`src/assert_macros.svh`:
```
// assertion helpers used by the rtl
`ifndef ASSERT_MACROS_SVH
`define ASSERT_MACROS_SVH

// property checked at every rising clock edge outside reset
`define AST_CLK(lbl, prop) \
  lbl: assert property (@(posedge clk_i) disable iff (!rst_ni) (prop)) \
    else $error("assertion failed");

// condition that must never hold outside reset
`define AST_NEVER(lbl, cond) \
  lbl: assert property (@(posedge clk_i) disable iff (!rst_ni) !(cond)) \
    else $error("forbidden condition seen");

`endif

```
`src/bpcs_pkg.sv`:
```
package bpcs_pkg;

  typedef enum logic [1:0] {
    KIND_READ    = 2'd0,
    KIND_RELEASE = 2'd1,
    KIND_DIRTY   = 2'd2,
    KIND_NONE    = 2'd3
  } kind_e;

  typedef enum logic [2:0] {
    ST_HIT       = 3'd0,
    ST_MISS      = 3'd1,
    ST_WRITEBACK = 3'd2,
    ST_RELEASED  = 3'd3,
    ST_NO_VICTIM = 3'd4,
    ST_BAD_REL   = 3'd5
  } status_e;

  localparam logic [7:0] PIN_MAX = 8'hFF;

  typedef struct packed {
    logic [31:0] blk;
    logic [15:0] fil;
    logic [7:0]  pin;
    logic [3:0]  usage;
    logic        dirty;
  } entry_t;

endpackage

```
`src/buffer_pool_clock_sweep.sv`:
```
// release and mark dirty read the named slot once; a read scans the tags from slot 0 up to a hit
// a miss scans every tag, then sweeps the slots from the clock hand until it finds a victim or none
// one item at a time: tag scan and sweep read one slot at a time from the slot ram and then check it
// a result may wait in the output register while the next item is taken
// a result that meets a stalled, full output register holds the block until it is free
// reset (async, active low) empties all slots, zeroes the hand, sets usage_limit to 5
module buffer_pool_clock_sweep
  import bpcs_pkg::*;
#(
  parameter int SLOTS = 16
) (
  input  logic        clk_i,
  input  logic        rst_ni,
  input  logic        in_valid_i,
  output logic        in_stall_o,
  input  logic [1:0]  kind_i,
  input  logic [31:0] block_number_i,
  input  logic [15:0] file_number_i,
  input  logic [3:0]  slot_i,
  output logic        out_valid_o,
  input  logic        out_stall_i,
  output logic [2:0]  status_o,
  output logic [3:0]  out_slot_o,
  output logic [31:0] out_block_o,
  output logic [15:0] out_file_o,
  output logic        last_o,
  input  logic        cfg_we_i,
  input  logic [3:0]  cfg_data_i
);

  localparam int SW = $clog2(SLOTS);

  logic [3:0]    usage_limit_q;
  logic          ram_we;
  logic [SW-1:0] ram_waddr, ram_raddr;
  entry_t        ram_wdata, ram_rdata;

  always_ff @(posedge clk_i or negedge rst_ni) begin
    if (!rst_ni) begin
      usage_limit_q <= 4'd5;
    end else if (cfg_we_i) begin
      usage_limit_q <= cfg_data_i;
    end
  end

  bpcs_ram #(
    .Width($bits(entry_t)),
    .Depth(SLOTS)
  ) u_ram (
    .clk_i   (clk_i),
    .we_i    (ram_we),
    .waddr_i (ram_waddr),
    .wdata_i (ram_wdata),
    .raddr_i (ram_raddr),
    .rdata_o (ram_rdata)
  );

  bpcs_ctrl #(
    .SLOTS(SLOTS)
  ) u_ctrl (
    .clk_i          (clk_i),
    .rst_ni         (rst_ni),
    .in_valid_i     (in_valid_i),
    .in_stall_o     (in_stall_o),
    .kind_i         (kind_i),
    .block_number_i (block_number_i),
    .file_number_i  (file_number_i),
    .slot_i         (slot_i),
    .out_valid_o    (out_valid_o),
    .out_stall_i    (out_stall_i),
    .status_o       (status_o),
    .out_slot_o     (out_slot_o),
    .out_block_o    (out_block_o),
    .out_file_o     (out_file_o),
    .last_o         (last_o),
    .usage_limit_i  (usage_limit_q),
    .ram_we_o       (ram_we),
    .ram_waddr_o    (ram_waddr),
    .ram_wdata_o    (ram_wdata),
    .ram_raddr_o    (ram_raddr),
    .ram_rdata_i    (ram_rdata)
  );

endmodule

```
`src/bpcs_ram.sv`:
```
module bpcs_ram #(
  parameter int Width = 8,
  parameter int Depth = 16
) (
  input  logic                     clk_i,
  input  logic                     we_i,
  input  logic [$clog2(Depth)-1:0] waddr_i,
  input  logic [Width-1:0]         wdata_i,
  input  logic [$clog2(Depth)-1:0] raddr_i,
  output logic [Width-1:0]         rdata_o
);

  logic [Width-1:0] mem_q [Depth];
  logic [Width-1:0] rdata_q;

  always_ff @(posedge clk_i) begin
    if (we_i) begin
      mem_q[waddr_i] <= wdata_i;
    end
    rdata_q <= mem_q[raddr_i];
  end

  assign rdata_o = rdata_q;

endmodule

```
`src/bpcs_ctrl.sv`:
```
module bpcs_ctrl
  import bpcs_pkg::*;
#(
  parameter int SLOTS = 16
) (
  input  logic                     clk_i,
  input  logic                     rst_ni,
  input  logic                     in_valid_i,
  output logic                     in_stall_o,
  input  logic [1:0]               kind_i,
  input  logic [31:0]              block_number_i,
  input  logic [15:0]              file_number_i,
  input  logic [3:0]               slot_i,
  output logic                     out_valid_o,
  input  logic                     out_stall_i,
  output logic [2:0]               status_o,
  output logic [3:0]               out_slot_o,
  output logic [31:0]              out_block_o,
  output logic [15:0]              out_file_o,
  output logic                     last_o,
  input  logic [3:0]               usage_limit_i,
  output logic                     ram_we_o,
  output logic [$clog2(SLOTS)-1:0] ram_waddr_o,
  output entry_t                   ram_wdata_o,
  output logic [$clog2(SLOTS)-1:0] ram_raddr_o,
  input  entry_t                   ram_rdata_i
);

  `include "assert_macros.svh"

  localparam int SW = $clog2(SLOTS);
  localparam int RW = $clog2(SLOTS + 1);
  localparam logic [SW-1:0] LAST_SLOT = SW'(SLOTS - 1);

  typedef enum logic [2:0] {
    S_IDLE, S_LK_RD, S_LK_CK, S_SW_RD, S_SW_CK, S_OP_RD, S_OP_CK
  } state_e;

  state_e          state_q;
  logic [SLOTS-1:0] valid_q;
  logic [SW-1:0]   addr_q, hand_q;
  logic [RW-1:0]   run_q;
  kind_e           kind_q;
  logic [31:0]     blk_q;
  logic [15:0]     fil_q;
  logic [3:0]      slot_q;
  logic            rng_q;
  logic            out_valid_q, last_q;
  status_e         status_q;
  logic [3:0]      out_slot_q;
  logic [31:0]     out_block_q;
  logic [15:0]     out_file_q;

  entry_t          e;
  logic            vld, out_free, hit, victim, pinned, wb, rel_ok, emit;
  logic [SW-1:0]   next_addr;

  assign e         = ram_rdata_i;
  assign vld       = valid_q[addr_q];
  assign out_free  = !out_valid_q || !out_stall_i;
  assign hit       = vld && (e.blk == blk_q) && (e.fil == fil_q);
  assign pinned    = vld && (e.pin != 8'd0);
  assign wb        = vld && !pinned && e.dirty;
  assign victim    = !vld || (!pinned && !e.dirty && (e.usage == 4'd0));
  assign rel_ok    = rng_q && vld && (e.pin != 8'd0);
  assign next_addr = (addr_q == LAST_SLOT) ? '0 : addr_q + SW'(1);

  // a result item is loaded into the output register this cycle
  assign emit = out_free && (
      ((state_q == S_LK_CK) && hit) ||
      ((state_q == S_SW_CK) &&
       (victim || wb || (pinned && (run_q + RW'(1) == RW'(SLOTS))))) ||
      ((state_q == S_OP_CK) && (kind_q == KIND_RELEASE)));

  assign ram_raddr_o = addr_q;
  assign ram_waddr_o = addr_q;

  always_comb begin
    ram_we_o    = 1'b0;
    ram_wdata_o = e;
    unique case (state_q)
      S_LK_CK: begin
        if (hit && out_free) begin
          ram_we_o = 1'b1;
          if (e.pin != PIN_MAX) ram_wdata_o.pin = e.pin + 8'd1;
          if (e.usage < usage_limit_i) ram_wdata_o.usage = e.usage + 4'd1;
        end
      end
      S_SW_CK: begin
        if (victim) begin
          ram_we_o          = out_free;
          ram_wdata_o.blk   = blk_q;
          ram_wdata_o.fil   = fil_q;
          ram_wdata_o.pin   = 8'd1;
          ram_wdata_o.usage = {3'd0, usage_limit_i != 4'd0};
          ram_wdata_o.dirty = 1'b0;
        end else if (wb) begin
          ram_we_o          = out_free;
          ram_wdata_o.dirty = 1'b0;
        end else if (!pinned) begin
          ram_we_o          = 1'b1;
          ram_wdata_o.usage = e.usage - 4'd1;
        end
      end
      S_OP_CK: begin
        if (kind_q == KIND_RELEASE) begin
          ram_we_o        = rel_ok && out_free;
          ram_wdata_o.pin = e.pin - 8'd1;
        end else begin
          ram_we_o          = rng_q && vld;
          ram_wdata_o.dirty = 1'b1;
        end
      end
      default: ;
    endcase
  end

  always_ff @(posedge clk_i or negedge rst_ni) begin
    if (!rst_ni) begin
      state_q     <= S_IDLE;
      valid_q     <= '0;
      addr_q      <= '0;
      hand_q      <= '0;
      run_q       <= '0;
      out_valid_q <= 1'b0;
      kind_q      <= KIND_NONE;
      status_q    <= ST_HIT;
    end else begin
      out_valid_q <= emit || (out_valid_q && out_stall_i);
      unique case (state_q)
        S_IDLE: begin
          if (in_valid_i) begin
            kind_q <= kind_e'(kind_i);
            blk_q  <= block_number_i;
            fil_q  <= file_number_i;
            slot_q <= slot_i;
            rng_q  <= (32'(slot_i) < SLOTS);
            unique case (kind_e'(kind_i))
              KIND_READ: begin
                addr_q  <= '0;
                state_q <= S_LK_RD;
              end
              KIND_RELEASE, KIND_DIRTY: begin
                addr_q  <= SW'(slot_i);
                state_q <= S_OP_RD;
              end
              default: ;
            endcase
          end
        end
        S_LK_RD: state_q <= S_LK_CK;
        S_LK_CK: begin
          if (hit) begin
            if (out_free) begin
              status_q    <= ST_HIT;
              out_slot_q  <= 4'(addr_q);
              out_block_q <= blk_q;
              out_file_q  <= fil_q;
              last_q      <= 1'b1;
              state_q     <= S_IDLE;
            end
          end else if (addr_q == LAST_SLOT) begin
            addr_q  <= hand_q;
            run_q   <= '0;
            state_q <= S_SW_RD;
          end else begin
            addr_q  <= next_addr;
            state_q <= S_LK_RD;
          end
        end
        S_SW_RD: state_q <= S_SW_CK;
        S_SW_CK: begin
          if (victim) begin
            if (out_free) begin
              valid_q[addr_q] <= 1'b1;
              hand_q      <= next_addr;
              status_q    <= ST_MISS;
              out_slot_q  <= 4'(addr_q);
              out_block_q <= blk_q;
              out_file_q  <= fil_q;
              last_q      <= 1'b1;
              state_q     <= S_IDLE;
            end
          end else if (pinned) begin
            if (run_q + RW'(1) == RW'(SLOTS)) begin
              if (out_free) begin
                status_q    <= ST_NO_VICTIM;
                out_slot_q  <= 4'(addr_q);
                out_block_q <= blk_q;
                out_file_q  <= fil_q;
                last_q      <= 1'b1;
                state_q     <= S_IDLE;
              end
            end else begin
              run_q   <= run_q + RW'(1);
              hand_q  <= next_addr;
              addr_q  <= next_addr;
              state_q <= S_SW_RD;
            end
          end else if (wb) begin
            if (out_free) begin
              status_q    <= ST_WRITEBACK;
              out_slot_q  <= 4'(addr_q);
              out_block_q <= e.blk;
              out_file_q  <= e.fil;
              last_q      <= 1'b0;
              run_q       <= '0;
              hand_q      <= next_addr;
              addr_q      <= next_addr;
              state_q     <= S_SW_RD;
            end
          end else begin
            run_q   <= '0;
            hand_q  <= next_addr;
            addr_q  <= next_addr;
            state_q <= S_SW_RD;
          end
        end
        S_OP_RD: state_q <= S_OP_CK;
        S_OP_CK: begin
          if (kind_q == KIND_RELEASE) begin
            if (out_free) begin
              status_q    <= rel_ok ? ST_RELEASED : ST_BAD_REL;
              out_slot_q  <= slot_q;
              out_block_q <= rel_ok ? e.blk : 32'd0;
              out_file_q  <= rel_ok ? e.fil : 16'd0;
              last_q      <= 1'b1;
              state_q     <= S_IDLE;
            end
          end else begin
            state_q <= S_IDLE;
          end
        end
        default: state_q <= S_IDLE;
      endcase
    end
  end

  assign in_stall_o  = (state_q != S_IDLE);
  assign out_valid_o = out_valid_q;
  assign status_o    = status_q;
  assign out_slot_o  = out_slot_q;
  assign out_block_o = out_block_q;
  assign out_file_o  = out_file_q;
  assign last_o      = last_q;

  // the pinned run never reaches a full pass without ending the sweep
  `AST_CLK(a_run_bound, run_q < RW'(SLOTS))
  // during a sweep the read address follows the hand
  `AST_CLK(a_hand_track, (state_q == S_SW_CK) |-> (addr_q == hand_q))
  // only writebacks leave the item open
  `AST_CLK(a_wb_not_last, (out_valid_q && status_q == ST_WRITEBACK) |-> !last_q)
  // no ram write while idle
  `AST_NEVER(a_idle_write, state_q == S_IDLE && ram_we_o)

endmodule

```
`config.mk`:
```
export PLATFORM = sky130hd
export DESIGN_NAME = buffer_pool_clock_sweep
export DESIGN_NICKNAME = d
export VERILOG_FILES = /design/src/bpcs_pkg.sv /design/src/buffer_pool_clock_sweep.sv /design/src/bpcs_ram.sv /design/src/bpcs_ctrl.sv
export VERILOG_INCLUDE_DIRS = /design/src /design/src/src
export SDC_FILE = /design/constraint.sdc
export NUM_CORES = 1
export LEC_CHECK = 0
export BUFFER_PORTS_ARGS = -buffer_cell sky130_fd_sc_hd__buf_2
export CORE_AREA = 3 3 395 241
export CTS_CLUSTER_DIAMETER = 150
export DETAILED_ROUTE_END_ITERATION = 10
export DIE_AREA = 0 0 398 244
export GPL_TIMING_DRIVEN = 1
export PLACE_DENSITY = 0.75
export SYNTH_ARGS = -nofsm -noshare
export SYNTH_HDL_FRONTEND = slang
export SYNTH_SLANG_ARGS = --single-unit
```
`constraint.sdc`:
```
create_clock -name clk_i -period 5.3 [get_ports clk_i]
set_input_delay 0.53 -clock clk_i [delete_from_list [all_inputs] [get_ports clk_i]]
set_output_delay 0.53 -clock clk_i [all_outputs]
set_load 0.02 [all_outputs]
```
**Word-level counts from Yosys, hierarchy flattened**

Memory sizes are Yosys's and may differ from the RTL's. A register that Yosys moved wholly into a read port is not among the register bits.
Index checks and enable logic that the tools add are counted.

- Add/subtract/negate cells: 6
- Order comparisons: 3
- Equal/unequal tests: 31
- Multiplexer cells: 114
- Bitwise operators: 1
- Reductions and logical operators: 49

Operators with widths:

| kind | count |
|---|---|
| $mux W32 | 10 |
| $mux W16 | 10 |
| $mux W4 | 24 |
| $pmux W32 S3 | 1 |
| $mux W3 | 21 |
| $mux W56 | 1 |
| $mux W48 | 1 |
| $pmux W16 S3 | 1 |
| $mux W5 | 8 |
| $eq A32 B32 Y1 | 1 |
| $pmux W4 S3 | 2 |
| $pmux W8 S3 | 1 |
| $pmux W3 S7 | 1 |
| $reduce_and A7 Y1 | 3 |
| $mux W1 | 19 |
| $eq A16 B16 Y1 | 1 |
| $logic_and A1 B1 Y1 | 16 |
| $mux W8 | 2 |
| $or A16 B16 Y16 | 1 |
| $pmux W4 S2 | 2 |
| $reduce_and A8 Y1 | 2 |
| $mux W12 | 1 |
| $ne A2 B1 Y1 const B | 5 |
| $pmux W5 S2 | 1 |
| other kinds (43) | 69 |

- Bits in registers: 147
- RAM bits: 976
- Input port bits: 63
- Output and inout port bits: 58
- Memories kept: 1

Memory list:

| memory | depth | width | read ports | clocked after Yosys merged registers in | write ports | line | text |
|---|---|---|---|---|---|---|---|
| u_ram.mem_q | 16 | 61 | 1 | 1 | 1 | bpcs_ram.sv:13 | `logic [Width-1:0] mem_q [Depth];` |

**Longest topological paths before layout**

- Depth after elaboration: 14
- Depth in mapped cells: 11
- Gate-level depth less buffers: 9

**By module**

A second synthesis with hierarchy kept.

- Cells, all modules: 2,362
- Area total of the unflattened synthesis: 46,460.8 sq um

Modules (own cells, without submodules):

| module | times used | cells each | area an instance (sq um) | sequential area each (sq um) |
|---|---|---|---|---|
| bpcs_ram | 1 | 1,572 | 37,762.5 | 30,529.3 |
| bpcs_ctrl | 1 | 782 | 8,550.7 | 4,106.4 |
| buffer_pool_clock_sweep | 1 | 8 | 147.6 | 102.6 |

**Worst setup path before layout**

OpenSTA, ideal clock, no wires.

- Kind: reg-to-reg
- Start: register u_ram.rdata_q[5] (netlist: u_ram.rdata_o[5]) (read register of u_ram.mem_q)
- End: register u_ctrl.out_block_q[0] (netlist: u_ctrl.out_block_o[0]), enable pin
- Setup time: 469 ps
- Data arrival time: 4,313 ps
- Required time: 4,831 ps
- Setup slack: 518 ps
- Stages on the path, launching flop included: 10
- Buffers on the path: 1
- Period minus slack after synthesis: 4,782 ps
- Cells stage by stage: dfxtp_1 > inv_1 > ha_1 > or4b_4 > nor2_4 > buf_6 > a21oi_2 > o21a_4 > or3_1 > a21oi_1

- Longest elaborated chain between the ends: 8
- Elaborated cells between the ends (all ways): 12
- Classes of those cells: eq/ne (3); reduce/logical (9)

RTL lines:

| item | line | text |
|---|---|---|
| start, declared | bpcs_ram.sv:14 | `logic [Width-1:0] rdata_q;` |
| $reduce_bool A8 Y1 * | bpcs_ctrl.sv:62 | `assign pinned = vld && (e.pin != 8'd0);` |
| $logic_and A1 B1 Y1 * | bpcs_ctrl.sv:62 |  |
| $logic_not A1 Y1 | bpcs_ctrl.sv:63, bpcs_ctrl.sv:64 |  |
| $logic_and A1 B1 Y1 (2 in a row) | bpcs_ctrl.sv:64 | `assign victim = !vld \|\| (!pinned && !e.dirty && (e.usage == 4'd0));` |
| $logic_or A1 B1 Y1 | bpcs_ctrl.sv:64 |  |
| $ne A4 B1 Y1 (no line) / $ne A4 B3 Y1 (equally long branches) | - |  |
| $reduce_and A8 Y1 (no line) * | - |  |
| end signal, assigned | bpcs_ctrl.sv:157 | `out_block_q <= blk_q;` |
| end signal, assigned | bpcs_ctrl.sv:179 | `out_block_q <= blk_q;` |
| end signal, assigned | bpcs_ctrl.sv:189 | `out_block_q <= blk_q;` |
| end, declared | bpcs_ctrl.sv:51 | `logic [31:0] out_block_q;` |

Mark *: on every way between the ends. The rest lies on a longest branch, timed or not.
A chain may end at the register's enable or synchronous reset.

**Worst setup path in the final report**

- Start: register u_ctrl.addr_q[0] (netlist: u_ctrl.ram_raddr_o[0])
- End: memory u_ram.mem_q[2][37] (netlist name), enable pin

- Longest elaborated chain between the ends: 11
- Elaborated cells between the ends (all ways): 22
- Classes of those cells: mux (10); reduce/logical (12)

RTL lines:

| item | line | text |
|---|---|---|
| start, declared | bpcs_ctrl.sv:41 | `logic [SW-1:0] addr_q, hand_q;` |
| start signal, assigned | bpcs_ctrl.sv:144 | `addr_q <= SW'(slot_i);` |
| start signal, assigned | bpcs_ctrl.sv:163 | `addr_q <= hand_q;` |
| start signal, assigned | bpcs_ctrl.sv:167 | `addr_q <= next_addr;` |
| $bmux W1 S4 | bpcs_ctrl.sv:59 | `assign vld = valid_q[addr_q];` |
| $mux W1 (not written as such) | bpcs_ctrl.sv:59 |  |
| $logic_and A1 B1 Y1 | bpcs_ctrl.sv:62 |  |
| $logic_not A1 Y1 | bpcs_ctrl.sv:63, bpcs_ctrl.sv:64 |  |
| $logic_and A1 B1 Y1, on equally long branches (2 in a row) | bpcs_ctrl.sv:63, bpcs_ctrl.sv:64 |  |
| $mux W1 / $logic_or A1 B1 Y1 (equally long branches) | bpcs_ctrl.sv:97, bpcs_ctrl.sv:64 |  |
| $mux W1 | bpcs_ctrl.sv:90 | `if (victim) begin` |
| $pmux W1 S3 | bpcs_ctrl.sv:81 | `unique case (state_q)` |
| $mux W1 | bpcs_ram.sv:17 | `if (we_i) begin` |
| $mux W1 (not written as such) | bpcs_ram.sv:18 | `mem_q[waddr_i] <= wdata_i;` |
| end, declared | bpcs_ram.sv:13 |  |

Parallel ways exist; a longest one is shown, timed or not. The select of a mux whose other input is x is not followed.

==> results_dict.tcl <==
set metrics [dict create \
    status "completed" \
    slew_headroom_pct 6.77 \
    netlist_top_cells_area "edfxtp_1 (70%), mux4_2 (15%), dfxtp_1 (2.6%), dfrtp_1 (2.0%), mux2i_1 (1.3%)" \
    fin_worst_hold_slack_ns 0.0464 \
    fin_crit_ns 4.17 \
    nNetsFinal 2506 \
    wl_per_cell_um 30.6 \
    syn_to_final_growth_pct 13.2 \
    cts_root_buffer "clkbuf_16" \
    yosys.cell_count.top_type "edfxtp_1" \
    start_kind "register" \
    drcViolationCount 0 \
    viasPerCell 6.40 \
    max_freq_mhz 240 \
    cp.arrival_ns 4.52 \
    grt_max_degree 113 \
    critPathCaptureType "register" \
    antenna_found_initial 5 \
    worst-setup-path-type "reg -> reg" \
    synth_edf_count 1081 \
    yosysTopAreaCellShare_pct 69.7 \
    finalClockSkew_ns 0.0456 \
    cts_htree_levels 3 \
    cts_tree "done" \
    synthCells 2231 \
    hold_viol_final 0 \
    start_util_pct 50.9 \
    gp_congestion 0.885 \
    required_ns 5.65 \
    io_buffers 120 \
    path_max_fanout 45 \
    ys_seq_elements 1184 \
    ir_worst_vdd_mv 0.449 \
    grt_pass1_vias 24100 \
    die_x_um 398 \
    clkSinkCount 1184 \
    vias 24000 \
    yosys-top-cells-count "edfxtp_1 (1081), mux4_2 (305), nand2_1 (97)" \
    max_slew.worst_pin.slew_ns 1.39 \
    holdCritStartpoint "file_number_i[8]" \
    clk_pin_slew_ns 0.07 \
    power.leakage_nw 16.7 \
    clk_latency_ns 0.71 \
    synth_top_cell_by_area "edfxtp_1" \
    syn-num-nets 2310 \
    startpoint "u_ctrl.ram_raddr_o[0]" \
    dpl.hpwl_um 67800 \
    drt-initial-drc-count 2906 \
    die_y_um 244 \
    netlist_area_um2 46600 \
    num_rows 86 \
    drive_above_1_share_pct 29.3 \
    core_um2 91600 \
    totalPowerFinal_mw 29.7 \
    fillCellCount 6416 \
    cts_buffer_depth 3 \
    synth_cell_type_count 86 \
    wl_um 114000 \
    finalCritPeriodShare_pct 78.7 \
    grt_use_total_pct 23.8 \
    yosys_warnings 0 \
    die_area_um2 97100 \
    avgSynthCellArea_um2 20.9 \
    maxSlewViolCount 0 \
    cap_violations 0 \
    cts_buffers 99 \
    ys.flop_type "edfxtp_1" \
    overflow 0 \
    tns_ns 0 \
    hp-class "in -> reg" \
    grt_first_pass_wirelength_um 169000 \
    setup_viol 0 \
    cellPowerDensity_nw_per_um2 564 \
    worstReg2RegStart "u_ctrl.ram_raddr_o[0]" \
    antenna_left 0 \
    ys_seq_area_share_pct 74.6 \
    first_pass_iters 5 \
    pin_count 121 \
    grt_setup_unrepaired "false" \
    async_flop_share_pct 3.55 \
]
-- per-layer routing --
metal	vias up	part of all wire, %	global-route usage (%)	wire length, µm
met5	-	0.022	0	25
met4	4	2.3	6.01	2630
met3	171	9.9	5.29	11300
met2	1499	48	37.0	54700
met1	12700	40	34.6	45800
li1	9646	-	-	-
-- cell families after synthesis --
group	Yosys count	share of synthesized area, %
xor gates and xnor gates	52	0.977
muxes	421	17.4
and+or+nand+nor	243	2.73
buffers and inverters	132	1.23
DFF	1184	74.6
adders and majority gates	16	0.430
AOI/OAI and AO/OA	183	2.67
-- final timing paths --
| kind | slack [ns] | cells past startpoint | to |
|---|---|---|---|
| hold / removal | 0.05 | 1 | u_ctrl.fil_q[8] |
| min in group asynchronous | 0.55 | 2 | usage_limit_q[3] |
| setup reg to reg | 1.13 | 8 | u_ram.mem_q[2][37] |
| setup / recovery | 1.13 | 8 | u_ram.mem_q[2][37] |
| max in group asynchronous | 3.93 | 2 | u_ctrl.ram_raddr_o[1] |
| hold reg to reg | 0.46 | 1 | u_ctrl.valid_q[8] |
-- cell usage in the layout, fill, tap and decap left out, types with 14 or more instances in the layout --
cell / count
a21o_1: 17
a21oi_1: 24
and3_4: 16
buf_12: 23
buf_2: 120
buf_4: 28
clkbuf_1: 25
clkbuf_16: 101
clkinv_1: 14
clkinv_2: 16
dfrtp_1: 34
dfxtp_1: 61
dlygate4sd3_1: 34
edfxtp_1: 1081
ha_1: 16
inv_1: 21
mux2_2: 52
mux2i_1: 60
mux4_2: 305
nand2_1: 96
nand3_1: 14
nand4_1: 20
nor2_1: 24
o21ai_0: 69
xnor2_1: 49
-- repair_timing --
item,in CTS,in global routing
endpoints found under the hold margin,54,0
gates resized for setup,0,0
buffers inserted,0,0
setup endpoints to repair,0,0
hold buffers,34,0
-- registers in the layout, summed over array words and instances, names as in the netlist --
register,cells
u_ctrl.blk_q,32
u_ctrl.fil_q,16
u_ctrl.hand_q,4
u_ctrl.kind_q,2
u_ctrl.last_o,1
u_ctrl.out_block_o,32
u_ctrl.out_file_o,16
u_ctrl.out_slot_o,4
u_ctrl.out_valid_o,1
u_ctrl.ram_raddr_o,4
u_ctrl.run_q,5
u_ctrl.slot_q,4
u_ctrl.state_q,3
u_ctrl.status_o,3
u_ctrl.valid_q,16
u_ram.mem_q,976
u_ram.rdata_o,61
usage_limit_q,4
-- through the flow --
step	instances	utilization (%)	area, µm²	worst slack, ns
after floorplan	2231	-	46600	0.518
after global placement	3524	53.6	49100	1.18
after detailed placement	3524	53.6	49100	1.13
after CTS	3745	57.6	52700	1.10
after global routing	3745	57.6	52700	0.784
final	3746	57.6	52700	1.13
-- report_power, final --
part           switching (mW)  internal, mW  leakage (nW)
Clock                    3.36          4.19          1.63
Combinational            5.14          3.33          4.33
Sequential              0.903          12.8          10.8
Total                    9.41          20.3          16.7
-- area by class of cell --
class / count / area, µm² / share of cell area, %
Sequential cell: 1184 / 34800 / 65.9
Multi-Input combinational cell: 915 / 11400 / 21.6
Clock buffer: 134 / 2730 / 5.18
Timing Repair Buffer: 205 / 1610 / 3.06
Tap cell: 1232 / 1540 / 2.92
Clock inverter: 53 / 618 / 1.17
Inverter: 22 / 82.6 / 0.157
Antenna cell: 1 / 2.50 / 0.00474
-- critical path, stage by stage, from the launching register on --
cell      delay, ns
dfrtp_4        1.01
nor2b_1        0.18
a22oi_2        0.21
and4_4         0.31
o2111a_2       0.28
nand2_1        0.15
o221ai_2       0.67
and3_4         0.61
buf_12         0.34
Note: power is estimated with default switching activity, not from simulation.
